### src/design/jddm_pkg.sv
// shared types and constants for the joystick differential drive mixer
// no dependencies; imported by every module and interface of the block

package jddm_pkg;

  localparam int AXIS_W  = 10;
  localparam int MAG_W   = 10;
  localparam int BAND_W  = 9;
  localparam int COEF_W  = 4;
  localparam int WEIGHT_W = 8;
  localparam int PROD_W  = MAG_W + COEF_W;
  localparam int SPEED_W = 11;
  localparam int OUT_SPEED_W = 8;

  localparam int CFG_INDEX_W = 3;
  localparam int CFG_DATA_W  = 9;

  localparam logic [AXIS_W-1:0] CENTER = AXIS_W'(512);

  // reciprocal of ten in 16 fraction bits, exact for products below 16384
  localparam int RECIP_SHIFT = 16;
  localparam logic [12:0] RECIP_TEN = 13'd6554;

  // scaling by weight / 512
  localparam int SCALE_SHIFT = 9;

  localparam logic [CFG_INDEX_W-1:0] REG_DEAD_BAND_X    = 3'd0;
  localparam logic [CFG_INDEX_W-1:0] REG_DEAD_BAND_Y    = 3'd1;
  localparam logic [CFG_INDEX_W-1:0] REG_TURN_COEF      = 3'd2;
  localparam logic [CFG_INDEX_W-1:0] REG_WEIGHT_MAX     = 3'd3;
  localparam logic [CFG_INDEX_W-1:0] REG_REVERSED_MODE  = 3'd4;

  localparam logic [1:0] DIR_STOP = 2'd0;
  localparam logic [1:0] DIR_FWD  = 2'd1;
  localparam logic [1:0] DIR_BACK = 2'd2;

  localparam logic [7:0] FLAG_LEFT_FWD   = 8'h01;
  localparam logic [7:0] FLAG_LEFT_BACK  = 8'h02;
  localparam logic [7:0] FLAG_RIGHT_FWD  = 8'h04;
  localparam logic [7:0] FLAG_RIGHT_BACK = 8'h08;
  localparam logic [7:0] FLAG_REVERSED   = 8'h80;

  typedef struct packed {
    logic [BAND_W-1:0]   dead_band_x;
    logic [BAND_W-1:0]   dead_band_y;
    logic [COEF_W-1:0]   turn_coef;
    logic [WEIGHT_W-1:0] weight_max;
    logic                reversed;
  } cfg_t;

  // after centering and zone sort
  typedef struct packed {
    logic [MAG_W-1:0] ax;
    logic [MAG_W-1:0] ay;
    logic left;
    logic right;
    logic fwd;
    logic back;
  } zone_t;

  // after min and coefficient product
  typedef struct packed {
    logic [MAG_W-1:0]  ay;
    logic [MAG_W-1:0]  ay_minus_r;
    logic [PROD_W-1:0] prod;
    logic left;
    logic right;
    logic fwd;
    logic back;
  } blend_t;

  // unscaled wheel speeds
  typedef struct packed {
    logic [SPEED_W-1:0] ls;
    logic [SPEED_W-1:0] rs;
    logic fwd;
    logic back;
  } speed_t;

endpackage

### src/design/jddm_in_if.sv
// joystick sample channel: valid, ready and both axes
// depends on jddm_pkg

interface jddm_in_if import jddm_pkg::*; ();
  logic              valid;
  logic              ready;
  logic [AXIS_W-1:0] joy_x;
  logic [AXIS_W-1:0] joy_y;

  modport source (output valid, joy_x, joy_y, input ready);
  modport sink   (input valid, joy_x, joy_y, output ready);
endinterface

### src/design/jddm_out_if.sv
// wheel command channel: valid, ready and the mixed result word
// depends on jddm_pkg

interface jddm_out_if import jddm_pkg::*; ();
  logic                   valid;
  logic                   ready;
  logic [OUT_SPEED_W-1:0] left_speed;
  logic [1:0]             left_dir;
  logic [OUT_SPEED_W-1:0] right_speed;
  logic [1:0]             right_dir;
  logic                   reversed_out;
  logic [7:0]             direction_flags;

  modport source (output valid, left_speed, left_dir, right_speed, right_dir,
                  reversed_out, direction_flags, input ready);
  modport sink   (input valid, left_speed, left_dir, right_speed, right_dir,
                  reversed_out, direction_flags, output ready);
endinterface

### src/design/jddm_cfg_if.sv
// register write channel: valid, ready, register index and data
// depends on jddm_pkg

interface jddm_cfg_if import jddm_pkg::*; ();
  logic                   valid;
  logic                   ready;
  logic [CFG_INDEX_W-1:0] index;
  logic [CFG_DATA_W-1:0]  data;

  modport source (output valid, index, data, input ready);
  modport sink   (input valid, index, data, output ready);
endinterface

### src/design/jddm_zone.sv
// first stage: centers both axes, takes magnitudes and sorts into zones
// depends on jddm_pkg

module jddm_zone import jddm_pkg::*; (
  input  logic              clk,
  input  logic              rst,
  input  logic              en,
  input  logic              in_valid,
  input  logic [AXIS_W-1:0] joy_x,
  input  logic [AXIS_W-1:0] joy_y,
  input  cfg_t              cfg,
  output logic              out_valid,
  output zone_t             out_word
);

  logic [MAG_W-1:0] ax;
  logic [MAG_W-1:0] ay;
  logic             x_neg;
  logic             y_neg;
  logic             x_out;
  logic             y_out;
  zone_t            word_next;

  always_comb begin
    // below center when the top bit is clear
    x_neg = ~joy_x[AXIS_W-1];
    y_neg = ~joy_y[AXIS_W-1];
    ax = x_neg ? MAG_W'(CENTER - joy_x) : {1'b0, joy_x[AXIS_W-2:0]};
    ay = y_neg ? MAG_W'(CENTER - joy_y) : {1'b0, joy_y[AXIS_W-2:0]};
    x_out = ax > {1'b0, cfg.dead_band_x};
    y_out = ay > {1'b0, cfg.dead_band_y};
    word_next.ax    = ax;
    word_next.ay    = ay;
    word_next.left  = x_out & x_neg;
    word_next.right = x_out & ~x_neg;
    word_next.fwd   = y_out & ~y_neg;
    word_next.back  = y_out & y_neg;
  end

  always_ff @(posedge clk) begin
    if (rst) begin
      out_valid <= 1'b0;
    end else if (en) begin
      out_valid <= in_valid;
    end
  end

  always_ff @(posedge clk) begin
    if (en) begin
      out_word <= word_next;
    end
  end

endmodule

### src/design/jddm_blend.sv
// second and third stages: turn reduction product, divide by ten,
// inner and outer wheel speeds with clamp at zero
// depends on jddm_pkg

module jddm_blend import jddm_pkg::*; (
  input  logic   clk,
  input  logic   rst,
  input  logic   en,
  input  logic   in_valid,
  input  zone_t  in_word,
  input  cfg_t   cfg,
  output logic   out_valid,
  output speed_t out_word
);

  logic             mid_valid;
  blend_t           mid;
  blend_t           mid_next;
  logic [MAG_W-1:0] r;

  logic [PROD_W+12:0] recip_prod;
  logic [SPEED_W-1:0] d;
  logic [SPEED_W-1:0] inner;
  logic [SPEED_W-1:0] outer;
  speed_t             word_next;

  always_comb begin
    r = (in_word.ax < in_word.ay) ? in_word.ax : in_word.ay;
    mid_next.ay         = in_word.ay;
    mid_next.ay_minus_r = in_word.ay - r;
    mid_next.prod       = PROD_W'(r) * PROD_W'(cfg.turn_coef);
    mid_next.left       = in_word.left;
    mid_next.right      = in_word.right;
    mid_next.fwd        = in_word.fwd;
    mid_next.back       = in_word.back;
  end

  always_comb begin
    recip_prod = (PROD_W+13)'(mid.prod) * (PROD_W+13)'(RECIP_TEN);
    d = SPEED_W'(recip_prod >> RECIP_SHIFT);
    inner = SPEED_W'(mid.ay_minus_r) + d;
    // outer wheel can go negative when the coefficient passes ten
    outer = (d > SPEED_W'(mid.ay)) ? '0 : SPEED_W'(mid.ay) - d;
    word_next.fwd  = mid.fwd;
    word_next.back = mid.back;
    if (!(mid.fwd || mid.back)) begin
      word_next.ls = '0;
      word_next.rs = '0;
    end else if (mid.left) begin
      word_next.ls = inner;
      word_next.rs = outer;
    end else if (mid.right) begin
      word_next.ls = outer;
      word_next.rs = inner;
    end else begin
      word_next.ls = SPEED_W'(mid.ay);
      word_next.rs = SPEED_W'(mid.ay);
    end
  end

  always_ff @(posedge clk) begin
    if (rst) begin
      mid_valid <= 1'b0;
      out_valid <= 1'b0;
    end else if (en) begin
      mid_valid <= in_valid;
      out_valid <= mid_valid;
    end
  end

  always_ff @(posedge clk) begin
    if (en) begin
      mid      <= mid_next;
      out_word <= word_next;
    end
  end

endmodule

### src/design/jddm_scale.sv
// last stage: weight scaling with saturation, directions and flag byte,
// feeding the output register
// depends on jddm_pkg

module jddm_scale import jddm_pkg::*; (
  input  logic   clk,
  input  logic   rst,
  input  logic   en,
  input  logic   in_valid,
  input  speed_t in_word,
  input  cfg_t   cfg,
  jddm_out_if.source result
);

  logic [SPEED_W+WEIGHT_W-1:0]  lprod;
  logic [SPEED_W+WEIGHT_W-1:0]  rprod;
  logic [SPEED_W+WEIGHT_W-10:0] lq;
  logic [SPEED_W+WEIGHT_W-10:0] rq;
  logic [OUT_SPEED_W-1:0]       lsp;
  logic [OUT_SPEED_W-1:0]       rsp;
  logic [1:0]                   dir;
  logic [7:0]                   flags;

  always_comb begin
    lprod = (SPEED_W+WEIGHT_W)'(in_word.ls) * (SPEED_W+WEIGHT_W)'(cfg.weight_max);
    rprod = (SPEED_W+WEIGHT_W)'(in_word.rs) * (SPEED_W+WEIGHT_W)'(cfg.weight_max);
    lq = lprod[SPEED_W+WEIGHT_W-1:SCALE_SHIFT];
    rq = rprod[SPEED_W+WEIGHT_W-1:SCALE_SHIFT];
    lsp = (lq > (SPEED_W+WEIGHT_W-9)'(255)) ? '1 : lq[OUT_SPEED_W-1:0];
    rsp = (rq > (SPEED_W+WEIGHT_W-9)'(255)) ? '1 : rq[OUT_SPEED_W-1:0];
    dir = in_word.fwd ? DIR_FWD : (in_word.back ? DIR_BACK : DIR_STOP);
    flags = '0;
    if (in_word.fwd) begin
      flags = flags | FLAG_LEFT_FWD | FLAG_RIGHT_FWD;
    end
    if (in_word.back) begin
      flags = flags | FLAG_LEFT_BACK | FLAG_RIGHT_BACK;
    end
    if (cfg.reversed) begin
      flags = flags | FLAG_REVERSED;
    end
  end

  always_ff @(posedge clk) begin
    if (rst) begin
      result.valid <= 1'b0;
    end else if (en) begin
      result.valid <= in_valid;
    end
  end

  always_ff @(posedge clk) begin
    if (en) begin
      result.left_speed      <= lsp;
      result.right_speed     <= rsp;
      result.left_dir        <= dir;
      result.right_dir       <= dir;
      result.reversed_out    <= cfg.reversed;
      result.direction_flags <= flags;
    end
  end

endmodule

### src/design/joystick_differential_drive_mixer.sv
// Joystick differential-drive mixer: one joystick sample word in, one wheel
// command word out. The block is a four-stage pipeline (zone sort, turn
// product, divide-by-ten and wheel blend, weight scaling into the output
// register), and each result is offered from the output register. One
// sample is taken every cycle while results drain. When
// a result word waits on the result channel the whole pipeline holds and
// sample ready drops. The register port is always ready; writes take effect
// at once and belong in idle periods. Register indexes: 0 dead_band_x,
// 1 dead_band_y, 2 turn_coefficient, 3 weight_max, 4 reversed_mode; others
// are ignored.

module joystick_differential_drive_mixer import jddm_pkg::*; (
  input  logic clk,
  input  logic rst,
  jddm_in_if.sink    sample,
  jddm_out_if.source result,
  jddm_cfg_if.sink   cfg
);

  cfg_t   regs;
  logic   en;
  logic   zone_valid;
  zone_t  zone_word;
  logic   speed_valid;
  speed_t speed_word;

  // whole pipe advances unless the output word is waiting
  assign en           = ~result.valid | result.ready;
  assign sample.ready = en;
  assign cfg.ready    = 1'b1;

  always_ff @(posedge clk) begin
    if (rst) begin
      regs.dead_band_x <= BAND_W'(32);
      regs.dead_band_y <= BAND_W'(32);
      regs.turn_coef   <= '0;
      regs.weight_max  <= WEIGHT_W'(255);
      regs.reversed    <= 1'b0;
    end else if (cfg.valid) begin
      unique case (cfg.index)
        REG_DEAD_BAND_X:   regs.dead_band_x <= cfg.data[BAND_W-1:0];
        REG_DEAD_BAND_Y:   regs.dead_band_y <= cfg.data[BAND_W-1:0];
        REG_TURN_COEF:     regs.turn_coef   <= cfg.data[COEF_W-1:0];
        REG_WEIGHT_MAX:    regs.weight_max  <= cfg.data[WEIGHT_W-1:0];
        REG_REVERSED_MODE: regs.reversed    <= cfg.data[0];
        default: begin
        end
      endcase
    end
  end

  jddm_zone u_zone (
    .clk       (clk),
    .rst       (rst),
    .en        (en),
    .in_valid  (sample.valid),
    .joy_x     (sample.joy_x),
    .joy_y     (sample.joy_y),
    .cfg       (regs),
    .out_valid (zone_valid),
    .out_word  (zone_word)
  );

  jddm_blend u_blend (
    .clk       (clk),
    .rst       (rst),
    .en        (en),
    .in_valid  (zone_valid),
    .in_word   (zone_word),
    .cfg       (regs),
    .out_valid (speed_valid),
    .out_word  (speed_word)
  );

  jddm_scale u_scale (
    .clk      (clk),
    .rst      (rst),
    .en       (en),
    .in_valid (speed_valid),
    .in_word  (speed_word),
    .cfg      (regs),
    .result   (result)
  );

endmodule

### src/flat_wrapper.sv
// flat-port wrapper written by rule: the top's interface ports become plain ports
module joystick_differential_drive_mixer_flat import jddm_pkg::*;
  (clk, rst, sample_valid, sample_joy_x, sample_joy_y, sample_ready, result_valid, result_left_speed, result_left_dir, result_right_speed, result_right_dir, result_reversed_out, result_direction_flags, result_ready, cfg_valid, cfg_index, cfg_data, cfg_ready);
  jddm_in_if sample_i ();
  jddm_out_if result_i ();
  jddm_cfg_if cfg_i ();
  input  logic clk;
  input  logic rst;
  input wire logic [$bits(sample_i.valid)-1:0] sample_valid;
  input wire logic [$bits(sample_i.joy_x)-1:0] sample_joy_x;
  input wire logic [$bits(sample_i.joy_y)-1:0] sample_joy_y;
  output wire logic [$bits(sample_i.ready)-1:0] sample_ready;
  output wire logic [$bits(result_i.valid)-1:0] result_valid;
  output wire logic [$bits(result_i.left_speed)-1:0] result_left_speed;
  output wire logic [$bits(result_i.left_dir)-1:0] result_left_dir;
  output wire logic [$bits(result_i.right_speed)-1:0] result_right_speed;
  output wire logic [$bits(result_i.right_dir)-1:0] result_right_dir;
  output wire logic [$bits(result_i.reversed_out)-1:0] result_reversed_out;
  output wire logic [$bits(result_i.direction_flags)-1:0] result_direction_flags;
  input wire logic [$bits(result_i.ready)-1:0] result_ready;
  input wire logic [$bits(cfg_i.valid)-1:0] cfg_valid;
  input wire logic [$bits(cfg_i.index)-1:0] cfg_index;
  input wire logic [$bits(cfg_i.data)-1:0] cfg_data;
  output wire logic [$bits(cfg_i.ready)-1:0] cfg_ready;
  assign sample_i.valid = sample_valid;
  assign sample_i.joy_x = sample_joy_x;
  assign sample_i.joy_y = sample_joy_y;
  assign sample_ready = sample_i.ready;
  assign result_valid = result_i.valid;
  assign result_left_speed = result_i.left_speed;
  assign result_left_dir = result_i.left_dir;
  assign result_right_speed = result_i.right_speed;
  assign result_right_dir = result_i.right_dir;
  assign result_reversed_out = result_i.reversed_out;
  assign result_direction_flags = result_i.direction_flags;
  assign result_i.ready = result_ready;
  assign cfg_i.valid = cfg_valid;
  assign cfg_i.index = cfg_index;
  assign cfg_i.data = cfg_data;
  assign cfg_ready = cfg_i.ready;
  joystick_differential_drive_mixer u_core (.clk(clk), .rst(rst), .sample(sample_i), .result(result_i), .cfg(cfg_i));
endmodule
### config.mk
export PLATFORM = sky130hd
export DESIGN_NAME = joystick_differential_drive_mixer_flat
export DESIGN_NICKNAME = d
export VERILOG_FILES = /design/src/design/jddm_pkg.sv /design/src/design/jddm_in_if.sv /design/src/design/jddm_out_if.sv /design/src/design/jddm_cfg_if.sv /design/src/design/jddm_zone.sv /design/src/design/jddm_blend.sv /design/src/design/jddm_scale.sv /design/src/design/joystick_differential_drive_mixer.sv /design/src/flat_wrapper.sv
export SDC_FILE = /design/constraint.sdc
export NUM_CORES = 1
export LEC_CHECK = 0
export ABC_AREA = 1
export BUFFER_PORTS_ARGS = -buffer_cell sky130_fd_sc_hd__buf_2
export CORE_MARGIN = 5
export CORE_UTILIZATION = 45
export DETAILED_ROUTE_END_ITERATION = 8
export PLACE_DENSITY_LB_ADDON = 0.05
export SYNTH_ARGS = -nofsm -noshare
export SYNTH_HDL_FRONTEND = slang
export SYNTH_SLANG_ARGS = --single-unit
### constraint.sdc
create_clock -name clk -period 6.3 [get_ports clk]
set_input_delay 0.945 -clock clk [delete_from_list [all_inputs] [get_ports clk]]
set_output_delay 0.945 -clock clk [all_outputs]
set_load 0.03 [all_outputs]
Yosys cells after proc, flatten, opt, wreduce, memory -nomap -nowiden
Cells that the tools add are included.

Register bits after elaboration: 148. Bits in latches: 0. Bits in writable memories: 0. Memory bits (read-only): 0. Word-level logic and storage cells: 75. Memories: 0.

Add/subtract/negate cells: 5. Multiply operators: 4. Div/mod/pow operators: 0. Magnitude comparators: 6. Equal/unequal tests: 4. Shift operators: 0. Multiplexer cells: 9. Bitwise gates (word level): 8. Reductions and logical operators: 7.

Operators with widths (count): 22-bit two-way mux (2); 11-bit by 8-bit multiplier with 19-bit output (2); 10-bit two-way mux (3); 14-bit by 12-bit multiplier with 26-bit output, second input constant (1); 10-bit by 8-bit > comparator with 1-bit output, second input constant (2); 10-bit by 9-bit > comparator with 1-bit output (2); 10-bit subtractor, first input constant (2); 10-bit by 4-bit multiplier with 14-bit output (1); 10-bit by 11-bit adder with 11-bit output (1); 11-bit by 10-bit > comparator with 1-bit output (1); 11-bit two-way mux (1); 10-bit by 11-bit subtractor with 11-bit output (1); 10-bit less-than comparator (1); 2-bit AND reduction (5); 10-bit subtractor (1); 3-bit by 2-bit == test with 1-bit output, second input constant (2); 1-bit AND (4); 4-bit two-way mux (1); 3-bit by 1-bit == test with 1-bit output, second input constant (1); 3-bit == test, second input constant (1); 3-bit zero test (1); 3-bit two-way mux (1); 1-bit inverter (3); 2-bit two-way mux (1); other kinds (2) (2).

Depth between registers and ports, before layout
Depth after elaboration: 5. Depth in mapped cells: 32. Gate-level depth less buffers: 32.

Cells and area by module
A second synthesis with hierarchy kept.

Cells, all modules: 2453. Area, all modules: 18756.7 µm².

Modules (own cells, without submodules): jddm_blend (times used 1, cells an instance 1084, area each 8774.7 µm², seq. area each 1901.8 µm²); jddm_scale (times used 1, cells an instance 1001, area each 7045.5 µm², seq. area each 710.7 µm²); jddm_zone (times used 1, cells an instance 182, area each 1641.6 µm², seq. area each 740.7 µm²); joystick_differential_drive_mixer (times used 1, cells an instance 186, area each 1295.0 µm², seq. area each 620.6 µm²).

Least setup slack after synthesis
No wires, ideal clock.

Path type: flip-flop to flip-flop. Start point: reg u_core.u_blend.mid[13] (netlist name). End point: reg u_core.u_blend.out_word[17] (netlist name), data pin. Setup time: 0.277 ns. Arrival time: 5.477 ns. Data required time: 6.023 ns. Setup slack: 0.546 ns. Stages on the path, launching flop included: 30. Buffers on the path: 0. Clock period less this slack: 5.754 ns. Cell sequence: edfxtp_1 > ha_1 > fa_1 > inv_1 > fa_1 > inv_1 > fa_1 > inv_1 > fa_1 > inv_1 > ha_1 > a21o_1 > a21oi_2 > nand2_1 > or2_1 > nand2_1 > nand2_1 > or2_1 > nand2_1 > ha_1 > nand2_1 > a21oi_1 > nor2_1 > nand3_1 > nand2_1 > nand2_4 > nand2_8 > nor2_4 > nand2_1 > a21oi_2.

Longest elaborated chain between the ends: 5. Elaborated cells between the ends (all ways): 7.

Ends and longest elaborated chain: start, declared (line jddm_blend.sv:17) `blend_t mid;`; start signal, assigned (line jddm_blend.sv:73) `mid <= mid_next;`; 14-bit by 12-bit multiplier with 26-bit output (*) (line jddm_blend.sv:39) `recip_prod = (PROD_W+13)'(mid.prod) * (PROD_W+13)'(RECIP_TEN);`; 10-bit by 11-bit subtractor with 11-bit output / 11-bit by 10-bit > comparator with 1-bit output (equally long branches) (line jddm_blend.sv:43) `outer = (d > SPEED_W'(mid.ay)) ? '0 : SPEED_W'(mid.ay) - d;`; 11-bit two-way mux (line jddm_blend.sv:43); 22-bit two-way mux (line jddm_blend.sv:52) `end else if (mid.right) begin`; 22-bit two-way mux (*) (line jddm_blend.sv:49) `end else if (mid.left) begin`; end signal, assigned (line jddm_blend.sv:74) `out_word <= word_next;`; end, declared (line jddm_blend.sv:13) `output speed_t out_word`.

Mark *: on every way between the ends. The rest lies on a longest branch, timed or not. A chain may end at the register's enable or synchronous reset.

Worst setup path after layout
Start point: reg u_core.u_blend.mid[5] (netlist name). End point: reg u_core.u_blend.out_word[19] (netlist name), data pin.

Same word-level chain as after synthesis.

==> metrics.md <==
| Metric | Value |
|---|---|
| Fillcell total | 3,920 |
| Wire length per cell | 15.41 um |
| R2R depth | 26 |
| Vias in the first global route | 14,032 |
| RD Place Congestion | 0.8854 |
| R2r startpoint | u_core.u_blend.mid[5] |
| CTS tree | yes |
| Gr usage total | 0.2011 |
| 1st-pass router iterations | 6 |
| H-tree lvl count | 4 |
| Die X | 209.8 um |
| # setup viols final | 0 |
| Final HPWL DP | 35.63 mm |
| Clk_skew | 0.01404 ns |
| Number of flops mapped to enable cells by yosys | 109 |
| Status | completed |
| Die height | 209.8 um |
| Crit path max fanout | 4 |
| CP max stage cell | fa_1 |
| Post-synthesis mux area share | 0 |
| Via count | 13,803 |
| Gr busiest metal | met2 |
| Starting density of the core | 0.4534 |
| Core ar. | 39,640 um2 |
| Clock buffer count from CTS | 17 |
| ANT nets after route | 0 |
| Clock transition at path regs | 0.06 ns |
| Largest net degree at the start of global routing | 79 |
| Grt met3 use | 0.02661 |
| HP Class | flop to flop |
| Complex-gate fraction of the synthesized area | 0.08612 |
| Tmin final | 5.976 ns |
| Commonest non-fill, non-tap cell in the layout | inv_1 |
| Sequential share of the synthesized area | 0.2211 |
| Post-synthesis adder-cell area fraction | 0.3617 |
| Setup slack after layout | 0.3243 ns |
| Commonest cells after routing, fill and taps aside | inv_1 (498), nand2_1 (476), ha_1 (230) |
| Crit-path max cell delay | 0.54 ns |
| Post-route cell area | 19,810 um2 |
| Number of synthesized register bits | 144 |
| # rows | 73 |
| Post-DP Area | 18,870 um2 |
| GRT overflow | 0 |
| CP required | 6.48 ns |
| R2r setup slk | 0.32 ns |
| Max-slew violations | 0 |
| Area delta synth->final | 10.20% |
| Worst-Skew Late Latency | 0.45 ns |
| Worst setup EP type | flop |
| Fmax | 0.1673 GHz |
| Synth Area in XOR/XNOR | 0.03070 |
| Yosys top cell area share | 0.1905 |
| Synth area leader | fa_1 |
| Tightest Pin Transition | 1.100 ns |
| Crit path kind | flop to flop |
| CP Capture Point | u_core.u_blend.out_word[19] |
| Slew Limit Headroom | 0.2659 |
| Synth Cell Area | 17,970 um2 |
| Clk root buf | clkbuf_16 |
| Distinct cell type count after synthesis | 54 |
| # port buffers | 64 |
| Total routed wirelength | 43.20 mm |
| Main combinational cell family by area after synthesis | adder cells |
| FF-to-FF End | u_core.u_blend.out_word[19] |
| First-pass GRT wire length | 71.94 mm |
| Iteration-0 DRC Markers | 751 |
| Crit path launch type | flop |
| Syn Inst Count | 2,203 |
| Proportion of layout cells with a drive suffix above 1 | 0.1005 |
| # nets final | 2,719 |
| Hold Slack | 0.4256 ns |
| Synth top area cells | fa_1 (19%), edfxtp_1 (18%), ha_1 (17%), inv_1 (10%), nand2_1 (10%) |
| Final Hold Fails | 0 |
| Antenna Cells | 0 |
| Synth Area per Inst | 8.158 um2 |
| Routing usage on met2 | 0.3467 |
| Final period utilization | 0.9485 |
| Initial antenna violation count | 0 |
| Pre-CTS setup slack | 0.09008 ns |
| Critical path arrival | 6.16 ns |
| Max capacitance violation total | 0 |
| Met1 Track Usage GR | 0.2727 |
| Die area | 44,030 um2 |
| Asr flop ratio synth | 0 |
| Leading register cell type out of synthesis | edfxtp_1 |
| Unrepaired setup endpoints after global routing | yes |
| Drt drc | 0 |
| Final core occ | 0.4996 |
| Avg Vias per Cell | 4.924 |
| CTS Buffer Depth | 2 |
| Io pins | 69 |
| Crit path from | u_core.u_blend.mid[5] |
| CTS sink count | 144 |
| Synth Area in Simple Gates | 0.1791 |
| Synth warnings | 0 |
[flip-flops by register name, indices dropped and copies added (netlist names)]
| signal | count |
|---|---|
| u_core.u_blend.out_valid | 1 |
| u_core.u_scale.result.reversed_out | 1 |
| u_core.u_blend.mid_valid | 1 |
| u_core.u_scale.result.valid | 1 |
| u_core.u_scale.result.direction_flags | 4 |
| u_core.u_blend.mid | 38 |
| u_core.u_scale.result.left_speed | 8 |
| u_core.regs | 31 |
| u_core.u_scale.result.right_dir | 2 |
| u_core.u_zone.out_word | 24 |
| u_core.u_scale.result.right_speed | 8 |
| u_core.u_zone.out_valid | 1 |
| u_core.u_blend.out_word | 24 |
[worst min path at each step]
stage	start	end	slack (ns)	cells past startpoint
2_1_floorplan	u_core.u_zone.out_word[0]	u_core.u_blend.mid[0]	0.40	0
3_3_place_gp	u_core.u_zone.out_word[1]	u_core.u_blend.mid[1]	0.40	0
3_5_place_dp	u_core.u_zone.out_word[1]	u_core.u_blend.mid[1]	0.41	0
4_1_cts	u_core.u_zone.out_word[1]	u_core.u_blend.mid[1]	0.42	0
5_1_grt	u_core.u_zone.out_word[1]	u_core.u_blend.mid[1]	0.43	0
6_report	u_core.u_zone.out_word[1]	u_core.u_blend.mid[1]	0.43	0
[routing by layer]
layer	up-vias	wire, um
met3	34	1321
met2	191	21360
met1	6569	19920
met4	0	597
li1	7009	-
met5	-	0
[worst max-delay path: cells and delay by family, from the launching register on]
family	cells	cell delay, ns
AO/OA/AOI/OAI	3	0.34
adder cells (fa/ha/maj)	8	2.93
buffers and inverters	4	0.36
flip-flops	1	0.42
AND/OR/NAND/NOR	9	1.10
XOR/XNOR	2	0.55
[synthesized netlist by cell type (3+ instances only)]
library cell and count:
o21ai_0 65, fa_1 171, nor2_2 3, nor3_1 17
a21oi_1 116, a21o_1 11, a221oi_1 5, nand2_1 478
or2_1 4, nand2_2 10, or2_2 4, buf_4 10
nand3_1 80, o31ai_1 4, xnor2_1 20, a31oi_1 5
inv_1 502, ha_1 246, nand4_1 16, nor2_1 99
o21ai_1 16, clkbuf_1 31, edfxtp_1 109, dfxtp_1 35
o211ai_1 3, nand3b_1 13, nor2_4 9, xor2_1 43
buf_1 4, a21oi_2 19, clkbuf_2 13, o21bai_1 10
[layout make-up]
type / count / area, um2 / area share
repair buffers: 100 / 590.6 / 0.02982
clock inverters: 9 / 67.56 / 0.003411
flip-flops and latches: 144 / 3974 / 0.2006
multi-input cells: 1497 / 12120 / 0.6118
well taps: 525 / 656.9 / 0.03317
clock buffers: 23 / 501.7 / 0.02533
inverters: 505 / 1898 / 0.09584
[stage by stage]
step           std cells  TNS, ns
6_report            2803        0
5_1_grt             2803  -0.1065
4_1_cts             2791        0
3_5_place_dp        2759        0
3_3_place_gp        2759        0
2_1_floorplan       2205        0
[kinds of logic after synthesis]
| kind of cell | after synthesis |
|---|---|
| and+or+nand+nor | 746 |
| adders and majority gates | 417 |
| xor gates and xnor gates | 63 |
| AOI/OAI and AO/OA | 267 |
| DFF | 144 |
| buffers and inverters | 564 |
| other | 2 |
[timing repair]
item	CTS	global route
setup endpoints to repair	0	22
hold buffers	0	0
gates resized for setup	0	45
setup buffers	0	12
Power is left out: the tool's default activity adds up to more than one toggle a clock period on the data nets, which glitch-free logic cannot reach.
